<file path="config.mk">
export PLATFORM = sky130hd
export DESIGN_NAME = hmm_front
export DESIGN_NICKNAME = d
export VERILOG_FILES = /design/src/rtl/core/hmm_pkg.sv /design/src/rtl/core/hmm_front.sv
export SDC_FILE = /design/constraint.sdc
export NUM_CORES = 1
export LEC_CHECK = 0
export BUFFER_PORTS_ARGS = -buffer_cell sky130_fd_sc_hd__buf_4
export CAP_MARGIN = 30
export CELL_PAD_IN_SITES_DETAIL_PLACEMENT = 0
export CELL_PAD_IN_SITES_GLOBAL_PLACEMENT = 1
export CORE_ASPECT_RATIO = 2
export CORE_MARGIN = 2
export CORE_UTILIZATION = 41
export CTS_BUF_LIST = sky130_fd_sc_hd__clkbuf_8
export CTS_CLUSTER_DIAMETER = 100
export CTS_CLUSTER_SIZE = 14
export DETAILED_ROUTE_END_ITERATION = 16
export GPL_ROUTABILITY_DRIVEN = 0
export HOLD_SLACK_MARGIN = 0.03
export PLACE_DENSITY_LB_ADDON = 0.1
export SKIP_LAST_GASP = 1
export SLEW_MARGIN = 20
export SYNTH_ARGS = -nofsm -noshare
export SYNTH_HDL_FRONTEND = slang
export SYNTH_SLANG_ARGS = --single-unit
</file>
<file path="constraint.sdc">
create_clock -name clock -period 3.38 [get_ports clock]
set_clock_uncertainty 0.1 [all_clocks]
set_input_delay 0 -clock clock [delete_from_list [all_inputs] [get_ports clock]]
set_output_delay 0 -clock clock [all_outputs]
set_load 0.005 [all_outputs]
</file>
<file path="src/rtl/core/hmm_pkg.sv">
// Shared types, constants and the bus address decoder for the handheld memory map.
// Used by the front end, back end and top level of the memory map core; depends on nothing.
package hmm_pkg;

   localparam int ROM_BYTES        = 32768;
   localparam int DMA_TOTAL_CYCLES = 640;
   localparam int CYCLES_PER_BYTE  = 4;

   localparam int LEFT_W    = 10;
   localparam int PEND_W    = 17;
   localparam int ADDR_W    = 16;
   localparam int RAM_DEPTH = 49664;
   localparam int RAM_AW    = $clog2(RAM_DEPTH);

   localparam logic [RAM_AW-1:0] CLEAR_FIRST = RAM_AW'(32768);
   localparam logic [RAM_AW-1:0] CLEAR_LAST  = RAM_AW'(RAM_DEPTH - 1);
   localparam logic [7:0]        UNMAPPED_BYTE = 8'hFF;

   typedef enum logic [1:0] {
      ACT_READ      = 2'd0,
      ACT_WRITE     = 2'd1,
      ACT_DMA_START = 2'd2,
      ACT_TICK      = 2'd3
   } action_type;

   typedef enum logic [2:0] {
      ST_CLEAR,
      ST_IDLE,
      ST_RD_WAIT,
      ST_DMA_CHK,
      ST_DMA_WR
   } back_state_type;

   typedef struct packed {
      logic              mapped;
      logic [RAM_AW-1:0] phys;
   } decode_type;

   typedef struct packed {
      action_type        action;
      logic              mapped;
      logic [RAM_AW-1:0] phys;
      logic [7:0]        wdata;
      logic [15:0]       dest;
      logic [15:0]       src;
      logic [15:0]       cycles;
   } entry_type;

   typedef struct packed {
      logic busy;
   } back_status_type;

   // Maps a bus address onto one physical RAM: ROM, then video RAM, then work RAM,
   // then the top page holding OAM, IO, high RAM and the interrupt-enable byte.
   function automatic decode_type bus_decode(input logic [15:0] a, input logic cart);
      decode_type d;
      d.mapped = 1'b1;
      d.phys   = RAM_AW'(a);
      priority if (a[15] == 1'b0) begin
         d.mapped = cart && ({1'b0, a} < 17'(ROM_BYTES));
         d.phys   = RAM_AW'(a);
      end else if (a[15:13] == 3'b100) begin
         d.phys = RAM_AW'({3'b100, a[12:0]});
      end else if (a[15:13] == 3'b101) begin
         d.mapped = 1'b0;
      end else if (a < 16'hFE00) begin
         d.phys = RAM_AW'({3'b101, a[12:0]});
      end else if (a >= 16'hFEA0 && a <= 16'hFEFF) begin
         d.mapped = 1'b0;
      end else begin
         d.phys = RAM_AW'({7'b1100000, a[8:0]});
      end
      return d;
   endfunction

endpackage

</file>
<file path="src/rtl/core/hmm_front.sv">
// Front end: accepts commands, decodes the bus address and queues them for the back end.
// Depends on hmm_pkg.
module hmm_front (
   input  logic                     clock,
   input  logic                     reset,
   input  logic                     start,
   output logic                     busy,
   input  logic [1:0]               req_action,
   input  logic [15:0]              req_address,
   input  logic [7:0]               req_write_data,
   input  logic [15:0]              req_dma_dest,
   input  logic [15:0]              req_dma_source,
   input  logic [15:0]              req_tick_cycles,
   input  logic                     cartridge_present,
   input  hmm_pkg::back_status_type back_status,
   input  logic                     pop,
   output logic                     q_valid,
   output hmm_pkg::entry_type       q_entry
);
   import hmm_pkg::*;

   entry_type  q_ff [2];
   logic       wr_ptr_ff, wr_ptr_in;
   logic       rd_ptr_ff, rd_ptr_in;
   logic [1:0] count_ff, count_in;
   logic       push;
   entry_type  new_entry;
   decode_type dec;

   assign busy    = back_status.busy || (count_ff != 2'd0);
   assign push    = start && !busy;
   assign q_valid = (count_ff != 2'd0);
   assign q_entry = q_ff[rd_ptr_ff];

   always_comb begin
      dec              = bus_decode(req_address, cartridge_present);
      new_entry.action = action_type'(req_action);
      new_entry.mapped = dec.mapped;
      new_entry.phys   = dec.phys;
      new_entry.wdata  = req_write_data;
      new_entry.dest   = req_dma_dest;
      new_entry.src    = req_dma_source;
      new_entry.cycles = req_tick_cycles;
      wr_ptr_in = wr_ptr_ff ^ push;
      rd_ptr_in = rd_ptr_ff ^ (pop && q_valid);
      count_in  = count_ff + 2'(push) - 2'(pop && q_valid);
   end

   always_ff @(posedge clock) begin
      if (reset) begin
         wr_ptr_ff <= 1'b0;
         rd_ptr_ff <= 1'b0;
         count_ff  <= 2'd0;
      end else begin
         wr_ptr_ff <= wr_ptr_in;
         rd_ptr_ff <= rd_ptr_in;
         count_ff  <= count_in;
      end
      if (push) begin
         q_ff[wr_ptr_ff] <= new_entry;
      end
   end

endmodule

</file>
### Word level (Yosys, flattened, before mapping)

Memory sizes are Yosys's and may differ from the RTL's. A register that Yosys moved wholly into a read port is not among the register bits.
Cells that the tools add are included.

| operators by class | value |
|---|---|
| reductions and logical operators | 7 |
| equality and inequality tests | 2 |
| add/subtract/negate cells | 2 |
| multiplexer cells | 12 |
| bitwise gates (word level) | 2 |
| magnitude comparators | 4 |

Operator list:

| operator | number |
|---|---|
| two-way mux 15 bit | 4 |
| less-than comparator 16 bit (second input constant) | 2 |
| two-way mux 17 bit | 1 |
| greater-or-equal comparator 16 bit (second input constant) | 1 |
| <= comparator 16 bit (second input constant) | 1 |
| two-way mux 1 bit | 7 |
| == test 3 bit (second input constant) | 2 |
| logical AND 1 bit | 4 |
| adder 2 x 1 -> 2 bit | 1 |
| nonzero test 2 bit | 1 |
| subtractor 2 x 1 -> 2 bit | 1 |
| bitwise XOR 1 bit | 2 |
| logical NOT 1 bit | 1 |
| logical OR 1 bit | 1 |

| word-level totals | value |
|---|---|
| bits in registers | 4 |
| output and inout bits | 77 |
| input bits | 80 |
| memory bits (writable) | 150 |
| memories kept | 1 |

Memory list:

| memory | words | bits a word | rd ports | clocked after memory_dff | wr ports | RTL line | text |
|---|---|---|---|---|---|---|---|
| q_ff | 2 | 75 | 1 | 1 | 1 | hmm_front.sv:22 | `entry_type q_ff [2];` |

### Logic depth before layout (Yosys ltp)

| depth | value |
|---|---|
| depth after elaboration | 7 |
| gate-level depth with buffers | 9 |
| mapped depth without buffers | 9 |

### Least setup slack after synthesis

Ideal clock, no wire load.

| timing path | value |
|---|---|
| path type | register to register |
| start | register count_ff[0] |
| end | memory q_ff[1][0] (netlist name) (enable) |
| path buffers | 0 |
| setup time | 0.442 ns |
| stages on the path, launching flop included | 5 |
| arrival | 2.715 ns |
| path slack | 0.123 ns |
| cell sequence | dfxtp_1 or2_2 nor2_1 and2_1 ha_1 |

| on the way | value |
|---|---|
| longest elaborated chain between the ends | 6 |

RTL lines:

| item | RTL line | text |
|---|---|---|
| start, declared | hmm_front.sv:25 | `logic [1:0] count_ff, count_in;` |
| start signal, assigned | hmm_front.sv:57 | `count_ff <= count_in;` |
| nonzero test 2 bit | n/a |  |
| via q_valid | hmm_front.sv:17 | `output logic q_valid,` |
| logical OR 1 bit | hmm_front.sv:30 | `assign busy = back_status.busy \|\| (count_ff != 2'd0);` |
| logical NOT 1 bit | hmm_front.sv:31 | `assign push = start && !busy;` |
| logical AND 1 bit | hmm_front.sv:31 |  |
| two-way mux 1 bit | hmm_front.sv:59 | `if (push) begin` |
| two-way mux 1 bit (implied by the code) | hmm_front.sv:60 | `q_ff[wr_ptr_ff] <= new_entry;` |
| end, declared | hmm_front.sv:22 |  |

The timed path passes the listed nets, and every way through them passes these cells.

### Worst setup path after layout

| timing path | value |
|---|---|
| start | register count_ff[0] |
| end | memory q_ff[1][16] (netlist name) (enable) |

| on the way | value |
|---|---|
| longest elaborated chain between the ends | 6 |

RTL lines:

| item | RTL line |
|---|---|
| nonzero test 2 bit | hmm_front.sv:30 |
| logical OR 1 bit | hmm_front.sv:30 |
| logical NOT 1 bit | hmm_front.sv:31 |
| logical AND 1 bit | hmm_front.sv:31 |
| two-way mux 1 bit | hmm_front.sv:59 |
| two-way mux 1 bit (implied by the code) | hmm_front.sv:60 |

Every way passes these cells.

==> run metrics <==
status completed; Synth warnings 0; Wirelength per Cell 16.3 µm; Tmin final 2330 ps; clk sink count 154; 1st-iter DRT viols 100; I/O pins 157; vias in the first global route 3479; Reg power frac 46.1%; P_sw 1.28 mW; measured slew at the worst slew-check pin 565 ps; drt first pass iters 4; Cell variety after synth 25; drt total wl 11.8 mm; placed wire-length estimate 7.68 mm; RSZ-0062 raised after global routing false; Fillers 1043; clock transition at the registers of the reported paths 80 ps; Die ar. 0.0150 mm²; Final ANT Viol Nets 0; Setup crit start kind flop; Max-slew headroom 62.3%; Synth Register Bits 154; pin count of the biggest net entering global routing 54; vias per cell 4.53; overflow left after global routing 0; combinational share of power 25.6%; most common cell after layout, fill and taps aside buf_4; area grow syn2layout 46.0%; row count 61; Hold WC Path Type in2reg; Worst R2R Path Depth 5; nets@finish 608; WS Path Type reg2reg; Hold Crit Start back_status; GRT Util Overall 16.0%; Antenna Cells 0; Syn Area/Cell 20.8 µm²; final hold vios 0; total number of vias 3291; DRC violations left 0; crit end category flop; period utilization 69.0%; Post-Synthesis Cells 276; share of cells above drive strength 1 50.3%; Max Fclk 429 MHz; setup_tns 0 ps; first-pass GRT wire length 17.5 mm; I/O Buffers 156; R2R Path End q_ff[1][16]$_DFFE_PP_; cell area power density 619 mW/mm²; CTS buffer count 17; CTS max path bufs 2; clock share of power 28.2%; r2r setup slk 1050 ps; area leader, netlist edfxtp_1; R2R Path Start count_ff[0]$_SDFF_PP0_; Die Y 171 µm; endpoints failing setup 0; cell count after placement 616; switch share 24.6%; most frequent cells in the layout buf_4 (156), edfxtp_1 (150), dlygate4sd3_1 (78); Internal 3.92 mW; CTS root buf clkbuf_8; fin. max-slew vios 0; Clk Latency, worst-skew pair 430 ps; Starting Density 41.6%; crit-path max FO 39; Yosys top cell area share 78.4%; H-tree depth 4; Hold Path Sink count_ff[1]$_SDFF_PP0_; fin cells 726; Placeable Area 0.0138 mm²; mapped cell area 0.00575 mm²; sequential share of the synthesized area 79.8%; Die W 87.7 µm; Syn Nets 360; initial antenna violation count 0; CTS tree built; Max Cap Viol 0; Peak VDD IR 0.000545 V; crit path DAT 2340 ps; leakage 3.12 nW; Hold Crit Depth 7; critical path data required time 3390 ps; top post-synthesis cells by area edfxtp_1 (78%), mux2_2 (15%), dfxtp_1 (1.4%)
[cells by family (layout without fill, tap and decap cells)]
| group | count (synthesis) | count (layout) | share of synthesized area (%) |
|---|---|---|---|
| flops | 154 | 154 | 79.8 |
| mux | 75 | 75 | 14.7 |
| simple gates | 24 | 24 | 2.29 |
| buf+inv | 12 | 273 | 1.44 |
| compound gates | 5 | 5 | 0.653 |
| fa+ha+maj | 4 | 4 | 0.871 |
| xor+xnor | 2 | 2 | 0.305 |
[per-layer routing]
metal / part of all wire (%) / vias to the layer above / wire, µm / global-route usage [%]
li1: - / 1570 / - / -
met1: 36 / 1609 / 4270 / 16.3
met2: 58 / 102 / 6870 / 29.9
met5: 0 / - / 0 / 0
met4: 1.8 / 0 / 210 / 6.69
met3: 4.2 / 10 / 495 / 4.22
[worst max-delay path: stages (launching register included)]
cell	delay (ps)
dfxtp_1	330
or2_2	310
nor2_1	140
and2_1	250
ha_4	530
buf_12	310
[metrics by stage]
stage | area [µm²] | util, % | setup WS [ps] | hold slack, ps | power (mW)
global placement | 7160 | 51.8 | 1040 | 85.0 | 3.69
detailed placement | 7180 | 52.0 | 1010 | 87.5 | 3.73
floorplan | 5750 | - | 123 | -33.3 | 3.07
global route | 8390 | 60.8 | 893 | 106 | 5.45
CTS | 8390 | 60.8 | 989 | 50.4 | 5.28
finish | 8390 | 60.8 | 1050 | 80.0 | 5.20
[what timing repair did]
item / 4_1_cts / 5_1_grt
hold endpoints to repair: 154 / 0
setup endpoints to repair: 0 / 0
resized for setup: 0 / 0
hold buffers: 78 / 0
buffers inserted: 0 / 0
[cell type report]
class	instances	area (µm²)	area share, %
inverters	4	15.0	0.179
repair buffers	237	2020	24.1
multi-input cells	110	1110	13.2
well taps	189	236	2.82
flip-flops and latches	154	4590	54.7
clock inverters	15	195	2.33
clock buffers	17	234	2.79
[synth_stat cells]
master / number
and2_1: 4
nand2_1: 1
or2_1: 1
nand4_1: 1
xnor2_1: 1
edfxtp_1: 150
nor2_1: 7
nand3b_1: 1
o21a_1: 1
dfxtp_1: 4
and4_1: 1
mux2_2: 75
buf_6: 4
a311oi_2: 1
buf_4: 1
ha_1: 4
nor3_1: 1
nand3_1: 1
nor2b_1: 5
buf_2: 3
or2_2: 1
xor2_1: 1
inv_1: 4
a21oi_1: 1
o21ai_0: 2
[worst max path at each step]
stage	to	cells after the start	start
detailed placement	q_ff[1][10]$_DFFE_PP_	5	count_ff[0]$_SDFF_PP0_
global route	q_ff[0][46]$_DFFE_PP_	5	count_ff[0]$_SDFF_PP0_
global placement	q_ff[0][8]$_DFFE_PP_	5	count_ff[0]$_SDFF_PP0_
finish	q_ff[1][16]$_DFFE_PP_	5	count_ff[0]$_SDFF_PP0_
CTS	q_ff[1][16]$_DFFE_PP_	5	count_ff[0]$_SDFF_PP0_
floorplan	q_ff[1][0]$_DFFE_PP_	4	count_ff[0]$_SDFF_PP0_
[state kept, by name, indices dropped and copies added (netlist names)]
name,flops
q_ff,150
wr_ptr_ff,1
count_ff,2
rd_ptr_ff,1
[power groups by stage]
stage | logic, mW | clock network [mW] | registers, mW
6_report | 1.33 | 1.47 | 2.40
5_1_grt | 1.45 | 1.59 | 2.42
4_1_cts | 1.37 | 1.51 | 2.40
3_5_place_dp | 1.28 | 0 | 2.44
3_3_place_gp | 1.17 | 0 | 2.52
2_1_floorplan | 0.666 | 0 | 2.40
(Power assumes the default switching activity.)
